$ cat config.mk
export PLATFORM = sky130hd
export DESIGN_NAME = median_filtered_sensor_calibration
export DESIGN_NICKNAME = d
export VERILOG_FILES = /design/src/rtl/mfsc_pkg.sv /design/src/rtl/mfsc_ram.sv /design/src/rtl/median_filtered_sensor_calibration.sv
export SDC_FILE = /design/constraint.sdc
export NUM_CORES = 1
export LEC_CHECK = 0
export BUFFER_PORTS_ARGS = -buffer_cell sky130_fd_sc_hd__buf_2
export CAP_MARGIN = 5
export CORE_AREA = 2 2 251 253
export DETAILED_ROUTE_END_ITERATION = 8
export DIE_AREA = 0 0 253 255
export PLACE_DENSITY_LB_ADDON = 0.15
export SLEW_MARGIN = 20
export SYNTH_ARGS = -nofsm -noshare
export SYNTH_HDL_FRONTEND = slang
export SYNTH_SLANG_ARGS = --single-unit
$ cat constraint.sdc
create_clock -name clk -period 8.7 [get_ports clk]
set_clock_uncertainty 0.15 [all_clocks]
set_input_delay 2.175 -clock clk [delete_from_list [all_inputs] [get_ports clk]]
set_output_delay 2.175 -clock clk [all_outputs]
set_load 0.1 [all_outputs]
$ cat src/rtl/mfsc_pkg.sv
// Shared types and constants for the median-filtered sensor calibration block.
// No dependencies; imported by the top level and its checker.
package mfsc_pkg;

    // Fixed field widths
    localparam int TEMP_W     = 16;  // temperature, Q8.8 signed
    localparam int GAIN_W     = 16;  // gain, Q8.8 signed
    localparam int OFFSET_W   = 20;  // offset, Q.8 signed
    localparam int CFG_W      = 20;  // widest register
    localparam int CFG_IDX_W  = 2;

    // Half counts (Q.1) to Q.8 counts
    localparam int MED_SHIFT  = 7;
    // Temperature scaling: quotient of (num * 2^FRAC_SHIFT) / gain
    localparam int FRAC_SHIFT = 8;
    // Quotient bits kept by the divider; one above the temperature range
    localparam int QUOT_W     = TEMP_W + 1;

    localparam logic [TEMP_W-1:0] TEMP_MAX = 16'h7FFF;
    localparam logic [TEMP_W-1:0] TEMP_MIN = 16'h8000;

    // Result flag positions in m_tuser
    localparam int SAT_BIT    = 0;
    localparam int ZG_BIT     = 1;
    localparam int OUT_USER_W = 2;

    typedef enum logic [CFG_IDX_W-1:0] {
        REG_GAIN_ON    = 2'd0,
        REG_OFFSET_ON  = 2'd1,
        REG_GAIN_OFF   = 2'd2,
        REG_OFFSET_OFF = 2'd3
    } cfg_reg_t;

endpackage

$ cat src/rtl/mfsc_ram.sv
// Generic simple dual-read RAM: one write port, two registered read ports.
// No dependencies.
module mfsc_ram #(
    parameter int WIDTH = 8,
    parameter int DEPTH = 8,
    localparam int AW   = (DEPTH > 1) ? $clog2(DEPTH) : 1
) (
    input  logic             clk,
    input  logic             we,
    input  logic [AW-1:0]    waddr,
    input  logic [WIDTH-1:0] wdata,
    input  logic [AW-1:0]    raddr_a,
    output logic [WIDTH-1:0] rdata_a,
    input  logic [AW-1:0]    raddr_b,
    output logic [WIDTH-1:0] rdata_b
);

    logic [WIDTH-1:0] mem_array [DEPTH];
    logic [WIDTH-1:0] rd_a_reg;
    logic [WIDTH-1:0] rd_b_reg;

    always_ff @(posedge clk)
    begin
        if (we)
        begin
            mem_array[waddr] <= wdata;
        end
        rd_a_reg <= mem_array[raddr_a];
        rd_b_reg <= mem_array[raddr_b];
    end

    assign rdata_a = rd_a_reg;
    assign rdata_b = rd_b_reg;

endmodule

$ cat src/rtl/median_filtered_sensor_calibration.sv
// Median-filtered linear sensor calibration, top level.
// Depends on mfsc_pkg and mfsc_ram.
//
//  Channel   Direction  Signals                          Content
//  -------   ---------  -------------------------------  ----------------------------------
//  cfg       in         cfg_wen, cfg_index, cfg_data     gain/offset register writes
//  s         in         s_tvalid/tready/tdata/tuser      adc_sample, pump_on
//  m         out        m_tvalid/tready/tdata/tuser      temperature, median, flags
//
//  One item at a time. After the input transfer the block sweeps the window with a
//  single subtractor: WINDOW*WINDOW compares to rank every entry, then one quotient
//  bit per cycle for all QUOT_W bits. The divide is skipped when the gain is zero or
//  the quotient overflows.
//  Reset: per-entry valid bits make unwritten window entries read as zero; no clearing.
//  Stalls: the result sits in an output register, and a new input transfer is taken
//  while it waits; a finished item holds only if that register is still full.
module median_filtered_sensor_calibration #(
    parameter int WINDOW      = 8,
    parameter int SAMPLE_BITS = 10
) (
    input  logic                                  clk,
    input  logic                                  rst_n,
    // Configuration writes
    input  logic                                  cfg_wen,
    input  logic [mfsc_pkg::CFG_IDX_W-1:0]        cfg_index,
    input  logic [mfsc_pkg::CFG_W-1:0]            cfg_data,
    // Sample stream
    input  logic                                  s_tvalid,
    output logic                                  s_tready,
    input  logic [((SAMPLE_BITS+7)/8)*8-1:0]      s_tdata,   // adc_sample
    input  logic                                  s_tuser,   // pump_on
    // Result stream
    output logic                                  m_tvalid,
    input  logic                                  m_tready,
    output logic [((mfsc_pkg::TEMP_W+SAMPLE_BITS+8)/8)*8-1:0] m_tdata,
                                                  // temperature, median_half_counts
    output logic [mfsc_pkg::OUT_USER_W-1:0]       m_tuser    // saturated, zero_gain
);

    import mfsc_pkg::*;

    localparam int IDX_W   = $clog2(WINDOW);
    localparam int CNT_W   = $clog2(WINDOW + 1);
    localparam int MED_W   = SAMPLE_BITS + 1;
    localparam int OUT_W   = ((TEMP_W + MED_W + 7) / 8) * 8;
    // Signed width of 128*h - offset
    localparam int NUM_W   = ((MED_W + MED_SHIFT + 1 > OFFSET_W) ?
                              MED_W + MED_SHIFT + 1 : OFFSET_W) + 1;
    localparam int NMAG_W  = NUM_W - 1;
    localparam int OVF_SHIFT = QUOT_W - FRAC_SHIFT;
    localparam int GSH_W   = GAIN_W + OVF_SHIFT;
    localparam int ALU_W   = ((NUM_W > GSH_W) ? NUM_W : GSH_W) + 1;
    localparam int STEP_W  = $clog2(QUOT_W);

    localparam logic [IDX_W-1:0]  IDX_LAST  = IDX_W'(WINDOW - 1);
    localparam logic [CNT_W-1:0]  K_LO      = CNT_W'((WINDOW - 1) / 2);
    localparam logic [CNT_W-1:0]  K_HI      = CNT_W'(WINDOW / 2);
    localparam logic [STEP_W-1:0] STEP_LAST = STEP_W'(QUOT_W - 1);

    typedef enum logic [9:0] {
        S_IDLE  = 10'b0000000001,
        S_MED   = 10'b0000000010,
        S_DRAIN = 10'b0000000100,
        S_NUM   = 10'b0000001000,
        S_NMAG  = 10'b0000010000,
        S_GMAG  = 10'b0000100000,
        S_OVF   = 10'b0001000000,
        S_DIV   = 10'b0010000000,
        S_SIGN  = 10'b0100000000,
        S_OUT   = 10'b1000000000
    } state_t;

    // Control state
    state_t                     state_reg, state_next;
    logic [IDX_W-1:0]           widx_reg, widx_next;
    logic [WINDOW-1:0]          valid_reg, valid_next;
    logic                       cmp_vld_reg, cmp_vld_next;
    logic                       m_tvalid_reg, m_tvalid_next;

    // Calibration registers
    logic signed [GAIN_W-1:0]   gain_on_reg, gain_on_next;
    logic signed [OFFSET_W-1:0] offset_on_reg, offset_on_next;
    logic signed [GAIN_W-1:0]   gain_off_reg, gain_off_next;
    logic signed [OFFSET_W-1:0] offset_off_reg, offset_off_next;

    // Working registers
    logic                       pump_reg, pump_next;
    logic [IDX_W-1:0]           i_reg, i_next;
    logic [IDX_W-1:0]           j_reg, j_next;
    logic                       cmp_last_reg, cmp_last_next;
    logic                       ok_a_reg, ok_a_next;
    logic                       ok_b_reg, ok_b_next;
    logic [CNT_W-1:0]           lt_cnt_reg, lt_cnt_next;
    logic [CNT_W-1:0]           le_cnt_reg, le_cnt_next;
    logic [SAMPLE_BITS-1:0]     lo_reg, lo_next;
    logic [SAMPLE_BITS-1:0]     hi_reg, hi_next;
    logic signed [NUM_W-1:0]    num_reg, num_next;
    logic                       num_neg_reg, num_neg_next;
    logic [NMAG_W-1:0]          nmag_reg, nmag_next;
    logic [GAIN_W-1:0]          gmag_reg, gmag_next;
    logic                       gain_neg_reg, gain_neg_next;
    logic [GAIN_W-1:0]          rem_reg, rem_next;
    logic [QUOT_W-1:0]          dvd_reg, dvd_next;
    logic [QUOT_W-1:0]          quo_reg, quo_next;
    logic [STEP_W-1:0]          step_reg, step_next;
    logic [TEMP_W-1:0]          temp_reg, temp_next;
    logic                       sat_reg, sat_next;
    logic                       zg_reg, zg_next;
    logic [OUT_W-1:0]           m_tdata_reg, m_tdata_next;
    logic [OUT_USER_W-1:0]      m_tuser_reg, m_tuser_next;

    // Combinational
    logic                       in_xfer;
    logic [IDX_W-1:0]           widx_wrap;
    logic [SAMPLE_BITS-1:0]     rd_a, rd_b, va, vb;
    logic [MED_W-1:0]           med_half;
    logic signed [GAIN_W-1:0]   gain_sel;
    logic signed [OFFSET_W-1:0] offset_sel;
    logic signed [ALU_W-1:0]    alu_a, alu_b, alu_diff;
    logic                       alu_neg, alu_zero;
    logic [CNT_W-1:0]           lt_tot, le_tot;
    logic [QUOT_W-1:0]          trial;
    logic                       res_neg, pos_ovf, neg_ovf;

    assign s_tready  = (state_reg == S_IDLE);
    assign in_xfer   = s_tvalid && s_tready;
    assign widx_wrap = (widx_reg == IDX_LAST) ? '0 : widx_reg + IDX_W'(1);

    // Window store: write on the input transfer, read candidate and comparand
    mfsc_ram #(
        .WIDTH (SAMPLE_BITS),
        .DEPTH (WINDOW)
    ) u_window (
        .clk     (clk),
        .we      (in_xfer),
        .waddr   (widx_wrap),
        .wdata   (s_tdata[SAMPLE_BITS-1:0]),
        .raddr_a (i_reg),
        .rdata_a (rd_a),
        .raddr_b (j_reg),
        .rdata_b (rd_b)
    );

    // Entries never written read as zero
    assign va = ok_a_reg ? rd_a : '0;
    assign vb = ok_b_reg ? rd_b : '0;

    assign med_half   = MED_W'(lo_reg) + MED_W'(hi_reg);
    assign gain_sel   = pump_reg ? gain_on_reg : gain_off_reg;
    assign offset_sel = pump_reg ? offset_on_reg : offset_off_reg;
    assign trial      = {rem_reg, dvd_reg[QUOT_W-1]};
    assign res_neg    = num_neg_reg ^ gain_neg_reg;
    assign pos_ovf    = |quo_reg[QUOT_W-1:TEMP_W-1];
    assign neg_ovf    = quo_reg[QUOT_W-1] | (quo_reg[TEMP_W-1] & (|quo_reg[TEMP_W-2:0]));

    // Shared subtractor: operand selection per sequencer step
    always_comb
    begin
        alu_a = '0;
        alu_b = '0;
        case (state_reg)
            S_MED, S_DRAIN:
            begin
                alu_a = ALU_W'(vb);
                alu_b = ALU_W'(va);
            end
            S_NUM:
            begin
                alu_a = ALU_W'({med_half, {MED_SHIFT{1'b0}}});
                alu_b = ALU_W'(offset_sel);
            end
            S_NMAG:
            begin
                alu_b = ALU_W'(num_reg);
            end
            S_GMAG:
            begin
                alu_b = ALU_W'(gain_sel);
            end
            S_OVF:
            begin
                alu_a = ALU_W'(nmag_reg);
                alu_b = ALU_W'({gmag_reg, {OVF_SHIFT{1'b0}}});
            end
            S_DIV:
            begin
                alu_a = ALU_W'(trial);
                alu_b = ALU_W'(gmag_reg);
            end
            S_SIGN:
            begin
                alu_b = ALU_W'(quo_reg);
            end
            default:
            begin
                alu_a = '0;
                alu_b = '0;
            end
        endcase
    end

    assign alu_diff = alu_a - alu_b;
    assign alu_neg  = alu_diff[ALU_W-1];
    assign alu_zero = (alu_diff == '0);

    assign lt_tot = lt_cnt_reg + CNT_W'(alu_neg);
    assign le_tot = le_cnt_reg + CNT_W'(alu_neg | alu_zero);

    // Sequencer and next values
    always_comb
    begin
        state_next      = state_reg;
        widx_next       = widx_reg;
        valid_next      = valid_reg;
        cmp_vld_next    = 1'b0;
        m_tvalid_next   = m_tvalid_reg;
        gain_on_next    = gain_on_reg;
        offset_on_next  = offset_on_reg;
        gain_off_next   = gain_off_reg;
        offset_off_next = offset_off_reg;
        pump_next       = pump_reg;
        i_next          = i_reg;
        j_next          = j_reg;
        cmp_last_next   = cmp_last_reg;
        ok_a_next       = valid_reg[i_reg];
        ok_b_next       = valid_reg[j_reg];
        lt_cnt_next     = lt_cnt_reg;
        le_cnt_next     = le_cnt_reg;
        lo_next         = lo_reg;
        hi_next         = hi_reg;
        num_next        = num_reg;
        num_neg_next    = num_neg_reg;
        nmag_next       = nmag_reg;
        gmag_next       = gmag_reg;
        gain_neg_next   = gain_neg_reg;
        rem_next        = rem_reg;
        dvd_next        = dvd_reg;
        quo_next        = quo_reg;
        step_next       = step_reg;
        temp_next       = temp_reg;
        sat_next        = sat_reg;
        zg_next         = zg_reg;
        m_tdata_next    = m_tdata_reg;
        m_tuser_next    = m_tuser_reg;

        // Drop the result once the downstream side takes it
        if (m_tvalid_reg && m_tready)
        begin
            m_tvalid_next = 1'b0;
        end

        if (cfg_wen)
        begin
            case (cfg_reg_t'(cfg_index))
                REG_GAIN_ON:    gain_on_next    = cfg_data[GAIN_W-1:0];
                REG_OFFSET_ON:  offset_on_next  = cfg_data[OFFSET_W-1:0];
                REG_GAIN_OFF:   gain_off_next   = cfg_data[GAIN_W-1:0];
                REG_OFFSET_OFF: offset_off_next = cfg_data[OFFSET_W-1:0];
                default:        gain_on_next    = gain_on_reg;
            endcase
        end

        // Rank the candidate: count entries below it and not above it
        if (cmp_vld_reg)
        begin
            if (cmp_last_reg)
            begin
                if ((lt_tot <= K_LO) && (K_LO < le_tot))
                begin
                    lo_next = va;
                end
                if ((lt_tot <= K_HI) && (K_HI < le_tot))
                begin
                    hi_next = va;
                end
                lt_cnt_next = '0;
                le_cnt_next = '0;
            end
            else
            begin
                lt_cnt_next = lt_tot;
                le_cnt_next = le_tot;
            end
        end

        case (state_reg)
            S_IDLE:
            begin
                if (s_tvalid)
                begin
                    widx_next             = widx_wrap;
                    valid_next[widx_wrap] = 1'b1;
                    pump_next             = s_tuser;
                    i_next                = '0;
                    j_next                = '0;
                    lt_cnt_next           = '0;
                    le_cnt_next           = '0;
                    sat_next              = 1'b0;
                    zg_next               = 1'b0;
                    state_next            = S_MED;
                end
            end
            S_MED:
            begin
                // Issue one read pair a cycle; compare lands in the cycle after
                cmp_vld_next  = 1'b1;
                cmp_last_next = (j_reg == IDX_LAST);
                if (j_reg == IDX_LAST)
                begin
                    j_next = '0;
                    if (i_reg == IDX_LAST)
                    begin
                        state_next = S_DRAIN;
                    end
                    else
                    begin
                        i_next = i_reg + IDX_W'(1);
                    end
                end
                else
                begin
                    j_next = j_reg + IDX_W'(1);
                end
            end
            S_DRAIN:
            begin
                state_next = S_NUM;
            end
            S_NUM:
            begin
                num_next   = alu_diff[NUM_W-1:0];
                state_next = S_NMAG;
            end
            S_NMAG:
            begin
                num_neg_next = num_reg[NUM_W-1];
                nmag_next    = num_reg[NUM_W-1] ? alu_diff[NMAG_W-1:0] : num_reg[NMAG_W-1:0];
                state_next   = S_GMAG;
            end
            S_GMAG:
            begin
                gain_neg_next = gain_sel[GAIN_W-1];
                gmag_next     = gain_sel[GAIN_W-1] ? alu_diff[GAIN_W-1:0] : gain_sel;
                if (gain_sel == '0)
                begin
                    zg_next    = 1'b1;
                    sat_next   = 1'b1;
                    temp_next  = num_neg_reg ? TEMP_MIN : TEMP_MAX;
                    state_next = S_OUT;
                end
                else
                begin
                    state_next = S_OVF;
                end
            end
            S_OVF:
            begin
                // Quotient of 2^17 or more cannot fit: clamp without dividing
                if (!alu_neg)
                begin
                    sat_next   = 1'b1;
                    temp_next  = res_neg ? TEMP_MIN : TEMP_MAX;
                    state_next = S_OUT;
                end
                else
                begin
                    rem_next   = GAIN_W'(nmag_reg >> OVF_SHIFT);
                    dvd_next   = {nmag_reg[OVF_SHIFT-1:0], {FRAC_SHIFT{1'b0}}};
                    quo_next   = '0;
                    step_next  = '0;
                    state_next = S_DIV;
                end
            end
            S_DIV:
            begin
                // Restoring division, one quotient bit per cycle
                rem_next  = alu_neg ? trial[GAIN_W-1:0] : alu_diff[GAIN_W-1:0];
                quo_next  = {quo_reg[QUOT_W-2:0], ~alu_neg};
                dvd_next  = {dvd_reg[QUOT_W-2:0], 1'b0};
                step_next = step_reg + STEP_W'(1);
                if (step_reg == STEP_LAST)
                begin
                    state_next = S_SIGN;
                end
            end
            S_SIGN:
            begin
                if (res_neg)
                begin
                    sat_next  = neg_ovf;
                    temp_next = neg_ovf ? TEMP_MIN : alu_diff[TEMP_W-1:0];
                end
                else
                begin
                    sat_next  = pos_ovf;
                    temp_next = pos_ovf ? TEMP_MAX : quo_reg[TEMP_W-1:0];
                end
                state_next = S_OUT;
            end
            S_OUT:
            begin
                // Hold until the output register is free
                if (!m_tvalid_reg || m_tready)
                begin
                    m_tvalid_next        = 1'b1;
                    m_tdata_next         = OUT_W'({med_half, temp_reg});
                    m_tuser_next         = '0;
                    m_tuser_next[SAT_BIT] = sat_reg;
                    m_tuser_next[ZG_BIT]  = zg_reg;
                    state_next           = S_IDLE;
                end
            end
            default:
            begin
                state_next = S_IDLE;
            end
        endcase
    end

    // Control registers
    always_ff @(posedge clk or negedge rst_n)
    begin
        if (!rst_n)
        begin
            state_reg      <= S_IDLE;
            widx_reg       <= '0;
            valid_reg      <= '0;
            cmp_vld_reg    <= 1'b0;
            m_tvalid_reg   <= 1'b0;
            gain_on_reg    <= GAIN_W'(256);
            offset_on_reg  <= '0;
            gain_off_reg   <= GAIN_W'(256);
            offset_off_reg <= '0;
        end
        else
        begin
            state_reg      <= state_next;
            widx_reg       <= widx_next;
            valid_reg      <= valid_next;
            cmp_vld_reg    <= cmp_vld_next;
            m_tvalid_reg   <= m_tvalid_next;
            gain_on_reg    <= gain_on_next;
            offset_on_reg  <= offset_on_next;
            gain_off_reg   <= gain_off_next;
            offset_off_reg <= offset_off_next;
        end
    end

    // Payload registers
    always_ff @(posedge clk)
    begin
        pump_reg     <= pump_next;
        i_reg        <= i_next;
        j_reg        <= j_next;
        cmp_last_reg <= cmp_last_next;
        ok_a_reg     <= ok_a_next;
        ok_b_reg     <= ok_b_next;
        lt_cnt_reg   <= lt_cnt_next;
        le_cnt_reg   <= le_cnt_next;
        lo_reg       <= lo_next;
        hi_reg       <= hi_next;
        num_reg      <= num_next;
        num_neg_reg  <= num_neg_next;
        nmag_reg     <= nmag_next;
        gmag_reg     <= gmag_next;
        gain_neg_reg <= gain_neg_next;
        rem_reg      <= rem_next;
        dvd_reg      <= dvd_next;
        quo_reg      <= quo_next;
        step_reg     <= step_next;
        temp_reg     <= temp_next;
        sat_reg      <= sat_next;
        zg_reg       <= zg_next;
        m_tdata_reg  <= m_tdata_next;
        m_tuser_reg  <= m_tuser_next;
    end

    assign m_tvalid = m_tvalid_reg;
    assign m_tdata  = m_tdata_reg;
    assign m_tuser  = m_tuser_reg;

endmodule

==> qor.csv, run 1 <==
metric,value,unit
Unique masters post-synth,79,
GR Util met3,3.05,%
Tmin final,7.36,ns
I/O pins,80,
GR Util met1,22.6,%
CTS buffer count,46,
Via-to-Cell Ratio,5.10,
Slew HR,28.9,%
post-DP HPWL,38200,µm
Layout Area Growth over Synthesis,16.2,%
FP Rows,92,
global-route layer with the greatest usage,met2,
layout cells sized above 1,24.1,%
Setup Buffers After CTS,0,
global-route wire length before repair,78500,µm
critical path required time,8.83,ns
"Slew Viols, Final",0,
largest net degree at the start of global routing,51,
Post-synth EDFFs,261,
routed len/inst,22.9,µm
Non-Filler Instances,2341,
pre-CTS WS,1.37,ns
Fin Setup TNS,0,ns
Tot GR Track Use,16.6,%
Least-Margin Pin Slew,1.04,ns
port buffer count,68,
core area,62200,µm²
final-stage net count,1593,
yosys warns,0,
setup violators final,0,
hold_buf cts,0,
LEAKAGE,8.04,nW
Startpoint Class,flip-flop,
vias,11900,
Placed Instances,2255,
outcome,finished clean,
drt first pass iters,7,
# DRC,0,
worst-path maximum fanout,22,
clk_lat worst skew,0.60,ns
Post-Route Utilization,34.3,%
worst path arrival time,7.48,ns
HP Class,flip-flop to flip-flop,
fmax,0.136,GHz
die width,253,µm
initial antenna violation count,3,
Worst Setup Path Type,flip-flop to flip-flop,
syn avg cell area,13.0,µm²
Clock transition at path regs,0.06,ns
Die Span Y,255,µm
async set-reset flop share out of synthesis,24.6,%
"commonest non-fill, non-tap cells in the layout","261 x edfxtp_1, 134 x nand2_1, 116 x mux2_2, 92 x dfrtp_1, 89 x a21oi_1",
maxcap violations,0,
Max clock buf depth,3,
vias in the first global route,12000,
Yosys reg bits,386,
Fin. Hold Viols,0,
gp weighted congestion,0.875,
Post-Route WL,53500,µm
sequential area share after synthesis,59.0,%
final period utilization,84.5,%
die area,64500,µm²
P per Cell Area,352,nW/µm²
Peak VDD IR,0.000204,V
post-CTS sizing,0,
First DRT Iteration DRCs,941,
RSZ-0062 raised after global routing,no,
met2 global-route usage,26.3,%
number of flip-flops in the largest register,80,
H-Tree Depth,2,
"most common cell after layout, fill and taps aside",edfxtp_1,
Clock Sinks,386,
crit end category,flip-flop,
CTS tree,done,
cell count after synthesis,1406,
Routed Antenna Nets,0,
final setup margin,1.34,ns
GRT Residual Overflow,0,
ys flop type,edfxtp_1,
starting density of the core,29.5,%
Root Buffer,clkbuf_16,
synthesized cell area,18300,µm²
-- synth_stat cells, types with 8 or more instances --
master,n,area (µm²)
and2_1,30,188
dfrtp_1,92,2300
a21oi_1,90,450
nand3b_1,9,67.6
a21o_1,10,75.1
inv_1,40,150
a211oi_1,15,113
nand2b_1,15,93.8
ha_1,42,526
nor4_1,12,75.1
mux4_2,44,991
buf_1,10,37.5
nor2_1,78,293
mux2i_1,40,400
a22oi_1,10,75.1
nand3_1,11,55.1
o221ai_1,9,78.8
a222oi_1,10,100
clkbuf_1,51,191
edfxtp_1,261,7840
o21ai_0,46,230
o211ai_1,8,60.1
o21ai_1,24,120
dfxtp_1,30,601
nand2_1,134,503
xnor2_1,16,140
mux2_2,116,1310
xor2_1,17,149
nor3_1,18,90.1
-- worst max-delay path, cell delays in order (launching register included) --
cell,delay (ns)
dfrtp_1,0.47
or4_1,0.53
or4_1,0.48
nor3b_4,0.86
buf_4,0.37
nand2_1,0.15
o221ai_1,0.10
a211oi_1,0.07
ha_1,0.36
o21ai_1,0.11
a31oi_1,0.11
a41oi_1,0.37
nor3_1,0.11
a211oi_1,0.35
o21a_1,0.34
mux2i_1,0.22
a221oi_1,0.12
o31ai_2,0.52
ha_1,0.29
nand3_1,0.10
xnor2_1,0.26
o2111ai_1,0.19
nor2_1,0.16
buf_4,0.21
-- worst paths after layout --
check | start | end | slack, ns | cells past startpoint
setup / recovery | state_reg[7] | lo_reg[3] | 1.34 | 23
max in group asynchronous | rst_n | gain_on_reg[10] | 5.82 | 2
min in group asynchronous | rst_n | valid_reg[4] | 1.44 | 1
hold / removal | temp_reg[11] | m_tdata[11] | 0.27 | 0
hold reg to reg | temp_reg[11] | m_tdata[11] | 0.27 | 0
setup reg to reg | state_reg[7] | lo_reg[3] | 1.34 | 23
-- cells by family after synthesis --
family                     count (synthesis)  synth area share (%)
other                                      1                0.0204
adders and majority gates                 44                  3.08
muxes                                    201                  14.8
and+or+nand+nor                          355                  9.44
AOI/OAI and AO/OA                        271                  9.55
xor gates and xnor gates                  33                  1.58
buffers and inverters                    115                  2.57
DFF                                      386                  59.0
-- final cells by class --
type                    count  area [µm²]
flip-flops and latches    386       10800
clock inverters            17         189
repair buffers            120         762
clock buffers              67        1250
diodes                      1        2.50
inverters                  42         158
fillers                  6177       40900
multi-input cells         909        7130
well taps                 799        1000
-- per-layer routing --
| metal | vias to the layer above | wire length [µm] |
|---|---|---|
| li1 | 5515 | - |
| met5 | - | 27 |
| met4 | 4 | 1860 |
| met1 | 6032 | 24200 |
| met3 | 96 | 2790 |
| met2 | 296 | 24700 |
-- through the flow --
stage                     area [µm²]  hold WS (ns)  power, mW
after floorplan                18400         0.250       4.46
after global placement         19900         0.257       5.68
after detailed placement       19900         0.255       5.68
after CTS                      21300         0.267       7.57
after global routing           21300         0.280       7.90
final                          21300         0.268       7.49
-- where the power goes --
| part | switching [mW] | internal (mW) |
|---|---|---|
| Combinational | 1.92 | 1.19 |
| Sequential | 0.176 | 2.35 |
| Clock | 0.791 | 1.07 |
| Total | 2.89 | 4.61 |
(Power assumes the default switching activity.)
==> inputs of run 2 (changes only) <==
- clock period: 8.7 -> 6.4 ns (I/O delays scaled with it)
==> run 2 against run 1 <==
Compared with the run above:
- routed wire length increased by 1.4%
- final area increased by 4.7%
- non-clock buffer count increased by 92
- global-route usage increased by 0.36 points
- die area unchanged
- critical path type unchanged
- largest power group unchanged
==> qor.csv, run 2 (synthesis gave the netlist of run 1 again) <==
metric,value,unit
Layout Area Growth over Synthesis,21.6,%
Setup crit start,state_reg[6],
LEAKAGE,8.56,nW
drt first pass iters,5,
maxcap violations,0,
Slew HR,36.8,%
"most common cell after layout, fill and taps aside",edfxtp_1,
Non-Filler Instances,2429,
critical path endpoint,lo_reg[7],
worst path arrival time,6.46,ns
H-Tree Depth,2,
final period utilization,98.8,%
Least-Margin Pin Slew,0.945,ns
Post-Route Utilization,35.9,%
Root Buffer,clkbuf_16,
largest net degree at the start of global routing,49,
Die Span Y,255,µm
global-route wire length before repair,80500,µm
FP Rows,92,
worst-path maximum fanout,6,
post-DP HPWL,39600,µm
worst r2r path cells,26,
Clock Sinks,386,
Fin. Hold Viols,0,
port buffer count,68,
I/O pins,80,
Placed Instances,2343,
R2R Setup Slk,0.07,ns
setup violators final,0,
RSZ-0062 raised after global routing,yes,
Tot GR Track Use,16.9,%
fillers,6122,
fmax,0.158,GHz
critical path required time,6.54,ns
CTS buffer count,44,
clk_lat worst skew,0.59,ns
"Slew Viols, Final",0,
Worst Setup Path Type,flip-flop to flip-flop,
gp weighted congestion,0.858,
GRT Residual Overflow,0,
vias,12200,
# DRC,0,
core area,62200,µm²
starting density of the core,29.5,%
die width,253,µm
number of flip-flops in the largest register,80,
HP Class,flip-flop to flip-flop,
Startpoint Class,flip-flop,
vias in the first global route,12400,
Clock transition at path regs,0.06,ns
R2R Path End,lo_reg[7],
die area,64500,µm²
worst r2r src,state_reg[6],
Routed Antenna Nets,0,
Tmin final,6.33,ns
First DRT Iteration DRCs,820,
pre-CTS WS,-0.373,ns
hold_buf cts,0,
Max clock buf depth,3,
routed len/inst,22.4,µm
post-route cell area,22300,µm²
Post-Route WL,54300,µm
final-stage net count,1683,
"commonest non-fill, non-tap cells in the layout","261 x edfxtp_1, 133 x nand2_1, 132 x buf_4, 116 x mux2_2, 92 x dfrtp_1",
P per Cell Area,498,nW/µm²
Via-to-Cell Ratio,5.02,
crit end category,flip-flop,
placed cell areas,20600,µm²
Tot Pwr,11.1,mW
Peak VDD IR,0.000365,V
CTS tree,done,
outcome,finished clean,
final setup margin,0.0748,ns
layout cells sized above 1,30.8,%
initial antenna violation count,3,
==> run 2: cell type report <==
cell class	count	area (µm²)	area share, %
Timing Repair Buffer	212	1550	6.96
Clock buffer	53	1170	5.27
Multi-Input combinational cell	909	7350	33.0
Tap cell	799	1000	4.48
Inverter	42	158	0.707
Antenna cell	1	2.50	0.0112
Clock inverter	27	245	1.10
Sequential cell	386	10800	48.5
==> run 2: critical path, cell delays in order (launching register included) <==
cell       delay, ns
dfrtp_1         0.37
or4_4           0.55
or4_4           0.51
nor3b_4         0.21
nor2_2          0.06
nor2b_2         0.14
a222oi_1        0.13
ha_2            0.25
fa_2            0.34
nand2b_4        0.16
a211o_4         0.36
a31oi_4         0.18
buf_6           0.13
a31oi_1         0.06
a31oi_1         0.21
o311ai_2        0.14
nor4_2          0.26
and4b_1         0.25
o2111ai_2       0.14
o31ai_2         0.25
buf_4           0.19
ha_4            0.15
ha_4            0.13
xor2_1          0.16
o2111ai_2       0.16
nor2_2          0.20
buf_6           0.15
==> run 2: per-stage QoR <==
step	hold slack [ns]	setup TNS (ns)
3_5_place_dp	0.255	-6.87
4_1_cts	0.268	0
3_3_place_gp	0.256	-6.09
5_1_grt	0.272	-3.80
6_report	0.264	0
2_1_floorplan	0.250	0
==> run 2: metal layers <==
metal / share of wire, % / global-route usage [%]
met1: 46 / 23.2
met2: 47 / 27.3
met3: 5.5 / 3.42
met4: 2.0 / 4.51
met5: 0.024 / 0
==> run 2: where the power goes <==
group	switching, mW	internal, mW
Sequential	0.237	3.19
Combinational	2.91	2.29
Clock	1.07	1.40
Total	4.22	6.88
==> run 2: what timing repair did <==
action / 4_1_cts / 5_1_grt
hold endpoints to repair: 0 / 0
setup buffers: 1 / 4
pin swaps: 13 / 19
resized for setup: 21 / 25
endpoints found under the setup margin: 21 / 22
==> run 2: worst min-delay path by stage <==
stage | slack (ns) | cells past startpoint | start | end
finish | 0.26 | 0 | temp_reg[1] | m_tdata[1]
global route | 0.27 | 0 | temp_reg[0] | m_tdata[0]
CTS | 0.27 | 0 | temp_reg[11] | m_tdata[11]
detailed placement | 0.25 | 0 | temp_reg[11] | m_tdata[11]
global placement | 0.26 | 0 | temp_reg[1] | m_tdata[1]
floorplan | 0.25 | 0 | temp_reg[0] | m_tdata[0]
==> inputs of run 3 (changes only) <==
- SETUP_SLACK_MARGIN: unset -> 0.3
==> run 3 against run 2 <==
Compared with the run above:
- final area rose by 1.2%
- setup slack improved by 0.060 ns
- via count rose by 0.39%
- critical path type unchanged
- worst hold slack improved by 0.0024 ns
- non-clock buffer count rose by 7
- sequential power barely moved
- first-iteration DRC count rose by 9.6%
- register-to-register slack improved by 0.06 ns
- critical endpoint is now lo_reg[0]
- clock power rose by 3%
- flip-flop and latch count did not move
==> qor.csv, run 3 (synthesis gave the netlist of run 1 again) <==
metric,value,unit
setup violators final,0,
worst r2r path cells,28,
CTS buffer count,44,
worst-path maximum fanout,10,
initial antenna violation count,3,
number of flip-flops in the largest register,80,
CTS tree,done,
post-DP HPWL,39500,µm
hold_buf cts,0,
worst r2r src,state_reg[4],
"Slew Viols, Final",0,
port buffer count,68,
slowest CP cell,or4_4,
die width,253,µm
starting density of the core,29.5,%
pre-CTS WS,-0.276,ns
core area,62200,µm²
Startpoint Class,flip-flop,
Root Buffer,clkbuf_16,
Slew HR,37.2,%
outcome,finished clean,
Worst Setup Path Type,flip-flop to flip-flop,
largest net degree at the start of global routing,66,
hold_sp,temp_reg[15],
Worst Hold Depth,0,
worst path bufs/invs,6,
HP Class,flip-flop to flip-flop,
Post-Route WL,54900,µm
R2R Setup Slk,0.13,ns
Non-Filler Instances,2437,
Peak VDD IR,0.000368,V
FP Rows,92,
final setup margin,0.135,ns
# DRC,0,
Crit path top cell by count,buf_4,
I/O pins,80,
Routed Antenna Nets,0,
Max clock buf depth,3,
Placed Instances,2346,
drt first pass iters,5,
vias in the first global route,12500,
final-stage net count,1690,
placed cell areas,20700,µm²
P per Cell Area,506,nW/µm²
Tmin final,6.27,ns
final period utilization,97.9,%
Fin Setup TNS,0,ns
Fin. Hold Viols,0,
routed len/inst,22.5,µm
maxcap violations,0,
gp weighted congestion,0.866,
R2R Path End,lo_reg[0],
n_diodes,0,
Via-to-Cell Ratio,5.02,
Tot GR Track Use,17.2,%
hold path endpoint,m_tdata[15],
worst path arrival time,6.40,ns
GRT Residual Overflow,0,
"most common cell after layout, fill and taps aside",edfxtp_1,
Layout Area Growth over Synthesis,23.1,%
"commonest non-fill, non-tap cells in the layout","261 x edfxtp_1, 138 x buf_4, 133 x nand2_1, 116 x mux2_2, 92 x dfrtp_1",
global-route wire length before repair,81700,µm
max incr delay on CP,0.54,ns
Clock Sinks,386,
H-Tree Depth,2,
critical path required time,6.54,ns
RSZ-0062 raised after global routing,yes,
die area,64500,µm²
crit end category,flip-flop,
Least-Margin Pin Slew,0.939,ns
fmax,0.160,GHz
clk_lat worst skew,0.59,ns
layout cells sized above 1,31.9,%
vias,12200,
post-route cell area,22600,µm²
Clock transition at path regs,0.06,ns
Post-Route Utilization,36.3,%
LEAKAGE,8.65,nW
Die Span Y,255,µm
Crit path max-delay family,simple AND/OR/NAND/NOR gates,
First DRT Iteration DRCs,899,
[run 3: cell types whose count changed in the layout (fill, tap and decap cells not counted), moves of 3 or more]
cell,delta
a21oi_2,+3
buf_4,+6
clkbuf_1,+7
clkinv_1,-5
clkinv_2,-5
[run 3: worst reg2reg max path, delay by kind of cell, from the launching register on]
kind,cells,cell delay (ns)
AOI/OAI and AO/OA,9,1.56
xor gates and xnor gates,2,0.36
adders and majority gates,2,0.61
buffers and inverters,6,0.88
DFF,1,0.37
and+or+nand+nor,9,2.04
[run 3: area by class of cell]
type / count / area [µm²]
Tap cell: 799 / 1000
Sequential cell: 386 / 10800
Clock inverter: 19 / 210
Multi-Input combinational cell: 909 / 7500
Timing Repair Buffer: 219 / 1630
Fill cell: 6079 / 39600
Inverter: 42 / 158
Clock buffer: 63 / 1250
[run 3: routing by layer]
layer	routed length, µm	GRT usage [%]	up-vias
li1	-	-	5701
met1	25300	24.1	6220
met2	26000	27.6	248
met3	2460	2.83	70
met4	1170	4.48	2
met5	13	0	-
[run 3: where the power goes]
part           internal, mW  switching (mW)
Clock                  1.50            1.05
Combinational          2.45            2.99
Sequential             3.19           0.235
Total                  7.14            4.28
[run 3: repair_timing]
item / CTS / global route
resized for setup: 39 / 22
endpoints found under the setup margin: 23 / 38
cloned: 1 / 0
buffers inserted: 4 / 4
pin swaps: 15 / 9
[run 3: worst max path at each step]
| stage | startpoint | end | slack [ns] | depth (start not counted) |
|---|---|---|---|---|
| floorplan | state_reg[4] | hi_reg[0] | 0.28 | 24 |
| global placement | state_reg[4] | hi_reg[9] | -0.23 | 25 |
| detailed placement | state_reg[4] | hi_reg[9] | -0.28 | 25 |
| CTS | state_reg[4] | lo_reg[4] | 0.14 | 27 |
| global route | state_reg[4] | lo_reg[4] | -0.17 | 28 |
| finish | state_reg[4] | lo_reg[0] | 0.13 | 28 |
[run 3: per-stage QoR]
step | hold WS (ns) | power, mW
final | 0.267 | 11.4
after global routing | 0.270 | 12.1
after CTS | 0.268 | 11.2
after detailed placement | 0.256 | 8.37
after global placement | 0.253 | 8.36
after floorplan | 0.250 | 6.09
